### src/hw/rtl/srrfs_pkg.sv
// ----------------------------------------------------------------------------
// srrfs_pkg
// Shared types and constants of the sticky round-robin flow steering core.
// ----------------------------------------------------------------------------
package srrfs_pkg;

    localparam int PORT_W = 16;
    localparam int SOCK_W = 6;
    localparam int CFG_W  = 7;

    typedef enum logic [1:0] {
        ST_IDLE = 2'b01,
        ST_SCAN = 2'b10
    } t_state;

    typedef struct packed {
        logic load;
        logic scan;
        logic finish;
    } t_cmd;

    typedef struct packed {
        logic hit;
        logic done;
        logic out_free;
    } t_status;

endpackage

### src/hw/rtl/srrfs_ctrl.sv
// ----------------------------------------------------------------------------
// srrfs_ctrl
// Controller of the flow steering core: accepts a request, runs the table
// scan and hands the result to the output register.
// ----------------------------------------------------------------------------
module srrfs_ctrl (
    input  logic              i_clk,
    input  logic              i_rst_n,
    input  logic              i_valid,
    output logic              o_stall,
    input  srrfs_pkg::t_status i_status,
    output srrfs_pkg::t_cmd    o_cmd
);

    srrfs_pkg::t_state r_state;
    srrfs_pkg::t_state n_state;

    always_ff @(posedge i_clk) begin
        if (!i_rst_n) begin
            r_state <= srrfs_pkg::ST_IDLE;
        end else begin
            r_state <= n_state;
        end
    end

    always_comb begin
        n_state      = r_state;
        o_cmd        = '0;
        o_stall      = 1'b1;
        case (r_state)
            srrfs_pkg::ST_IDLE: begin
                o_stall = 1'b0;
                if (i_valid) begin
                    o_cmd.load = 1'b1;
                    n_state    = srrfs_pkg::ST_SCAN;
                end
            end
            srrfs_pkg::ST_SCAN: begin
                if (i_status.hit || i_status.done) begin
                    if (i_status.out_free) begin
                        o_cmd.finish = 1'b1;
                        n_state      = srrfs_pkg::ST_IDLE;
                    end
                end else begin
                    o_cmd.scan = 1'b1;
                end
            end
            default: begin
                n_state = srrfs_pkg::ST_IDLE;
            end
        endcase
    end

endmodule

### config.mk
export PLATFORM = sky130hd
export DESIGN_NAME = srrfs_ctrl
export DESIGN_NICKNAME = d
export VERILOG_FILES = /design/src/hw/rtl/srrfs_pkg.sv /design/src/hw/rtl/srrfs_ctrl.sv
export SDC_FILE = /design/constraint.sdc
export NUM_CORES = 1
export LEC_CHECK = 0
export BUFFER_PORTS_ARGS = -buffer_cell sky130_fd_sc_hd__buf_2
export CAP_MARGIN = 20
export CORE_AREA = 5 5 42 44
export CTS_CLUSTER_SIZE = 20
export DETAILED_ROUTE_END_ITERATION = 8
export DIE_AREA = 0 0 47 49
export HOLD_SLACK_MARGIN = 0.02
export MAX_ROUTING_LAYER = met4
export PLACE_DENSITY_LB_ADDON = 0.2
export SKIP_CTS_REPAIR_TIMING = 1
export SYNTH_ARGS = -nofsm -noshare
export SYNTH_HDL_FRONTEND = slang
export SYNTH_SLANG_ARGS = --single-unit
### constraint.sdc
create_clock -name i_clk -period 1.6 [get_ports i_clk]
set_input_delay 0.48 -clock i_clk [delete_from_list [all_inputs] [get_ports i_clk]]
set_output_delay 0.48 -clock i_clk [all_outputs]
set_load 0.02 [all_outputs]
==> flow_summary.ini <==
[timing]
setup_ws_ns = 0.1059
fin_skew_ns = 0.005809
setup_tns_ns = 0
fmax_ghz = 0.6693
fin_crit_sh = 0.9338
hold_viol = 0
rsz0062_at_grt = no
fin_hold_ws_ns = 0.4798
relSlewSlack = 0.8957
setup_viol = 0
fin_crit_ns = 1.494
drv_slew = 0
worst_slew_pin_slew_ns = 0.1555

[drt]
ant_nets = 0
drc = 0
drt_iter0_drc = 7
wl_met1_um = 239
vias = 141
viasPerCell = 3.357
postRouteWirelength_um = 384
dr.pass1.iters = 2
wl_per_cell_um = 9.143
wl_met2_um = 104
route.met3.wl_um = 41
top_layer_used = met3

[clocking]
cts.path.max_buffers = 2
cts_tree = done
cts_buffers = 3
h-tree-depth = 1
cts_sinks = 2
clk_latency_ns = 0.22
clk_pin_slew_ns = 0.03
cts_root_buf = clkbuf_4

[floorplanning]
die_w_um = 47
row_count = 14
die_y_um = 49
start_util = 0.07500
die_area_um2 = 2303
coreArea_um2 = 1401
pin_count = 10

[power]
power-per-cell-area_nw_per_um2 = 994.2
leakage_nw = 0.1029
power_uw = 204.0
ir_drop_mv = 0.4094

[finish]
drive_above_1_share = 0.5385
fillers = 162
fin_area_um2 = 205.2
final_net_count = 34
regMostFlops = r_state
largest_register_ffs = 2
area_delta_synth_final_pct = 95.24
antennaDiodeCount = 0
multi_input_area_um2 = 66.31
reg_top3 = r_state (2)
final_cell_mix = buf_2, clkbuf_4, nand2b_1, nor2_1, dfxtp_1
final_common_cell = buf_2
regArea_um2 = 40.04

[placed_design]
io_buffers = 9
pre_cts_ws_ns = 0.1356
finalWeightedCongestion = 0.6776
hpwlAfterDp_um = 302.9
placed_cell_area_um2 = 177.7

[global_route]
antenna_found_initial = 0
grt_pass1_wl_um = 552
first_global_vias = 135
grt_start_max_net_pins = 5
grt_use_total = 0.04032
grt.overflow.total = 0

[setup_path]
path_cells = nand2b_1 -> nor3_2 -> buf_2
worstPathRequired_ns = 1.12
cp-end-kind = output port
start_kind = flop
crit_family = flip-flops
critical_path_class = flop to output port
cp_data_arrival_time_ns = 1.01
critical_path_buf_inv_count = 1
cp_slowest_cell = dfxtp_1
cp_max_fo = 4
slowest_delay_ns = 0.31

[synth]
syn_area_um2 = 105.1
ys.warnings.count = 0
ys_seq_area_frac = 0.3810
syn_area_per_cell_um2 = 8.085
syn-instance-count = 13
ys_types = 10
synth_fp_nets = 19
ys_ff_latch = 2

[flow_run]
drv_cap = 0

[hold_path]
hold_path.class = input port to flop

[status]
outcome = finished, final reports clean
kinds of logic after synthesis:
logic type | synth area share
buffers and inverters | 0.03568
and+or+nand+nor | 0.3929
DFF | 0.3810
AOI/OAI and AO/OA | 0.1905
cells in the mapped netlist:
library cell  count  area [µm²]
nor2b_1           1       6.260
a31o_1            1       8.760
a31oi_1           1       6.260
dfxtp_1           2       40.04
o21ai_1           1       5.000
and4b_1           1       10.01
inv_1             1       3.750
nand2b_1          2       12.51
nor2_1            2       7.510
nor3_1            1       5.000
metal layers:
layer / global-route usage / up-vias
met4: 0.04147 / 0
met5: - / -
li1: - / 74
met1: 0.06318 / 57
met2: 0.02036 / 10
met3: 0.03321 / 0
cell type report:
cell class	count	share of cell area
Clock buffer	3	0.1098
Inverter	1	0.01829
Multi-Input combinational cell	10	0.3232
Sequential cell	2	0.1951
Tap cell	16	0.09756
Timing Repair Buffer	10	0.2561
final timing paths:
path	from	to	slack, ns	cells after the start
setup / recovery	r_state[0]$_SDFFE_PN1P_	o_cmd[1]	0.11	3
setup reg to reg	r_state[1]$_SDFFE_PN0P_	r_state[1]$_SDFFE_PN0P_	0.75	2
hold / removal	i_rst_n	r_state[0]$_SDFFE_PN1P_	0.48	2
hold reg to reg	r_state[0]$_SDFFE_PN1P_	r_state[0]$_SDFFE_PN1P_	0.61	2
power by group:
group / leakage (nW) / internal (mW) / total, mW / switching, mW
Clock: 0.0138 / 0.0826 / 0.110 / 0.0271
Sequential: 0.0166 / 0.0541 / 0.0570 / 0.00293
Combinational: 0.0725 / 0.0167 / 0.0373 / 0.0207
Total: 0.103 / 0.153 / 0.204 / 0.0507
metrics by stage:
stage / utilization / std cells
after floorplan: - / 13
after CTS: 0.1429 / 42
after global placement: 0.1268 / 39
after detailed placement: 0.1268 / 39
after global routing: 0.1464 / 42
final: 0.1464 / 42
No activity file was read; power rests on OpenSTA's default activity.
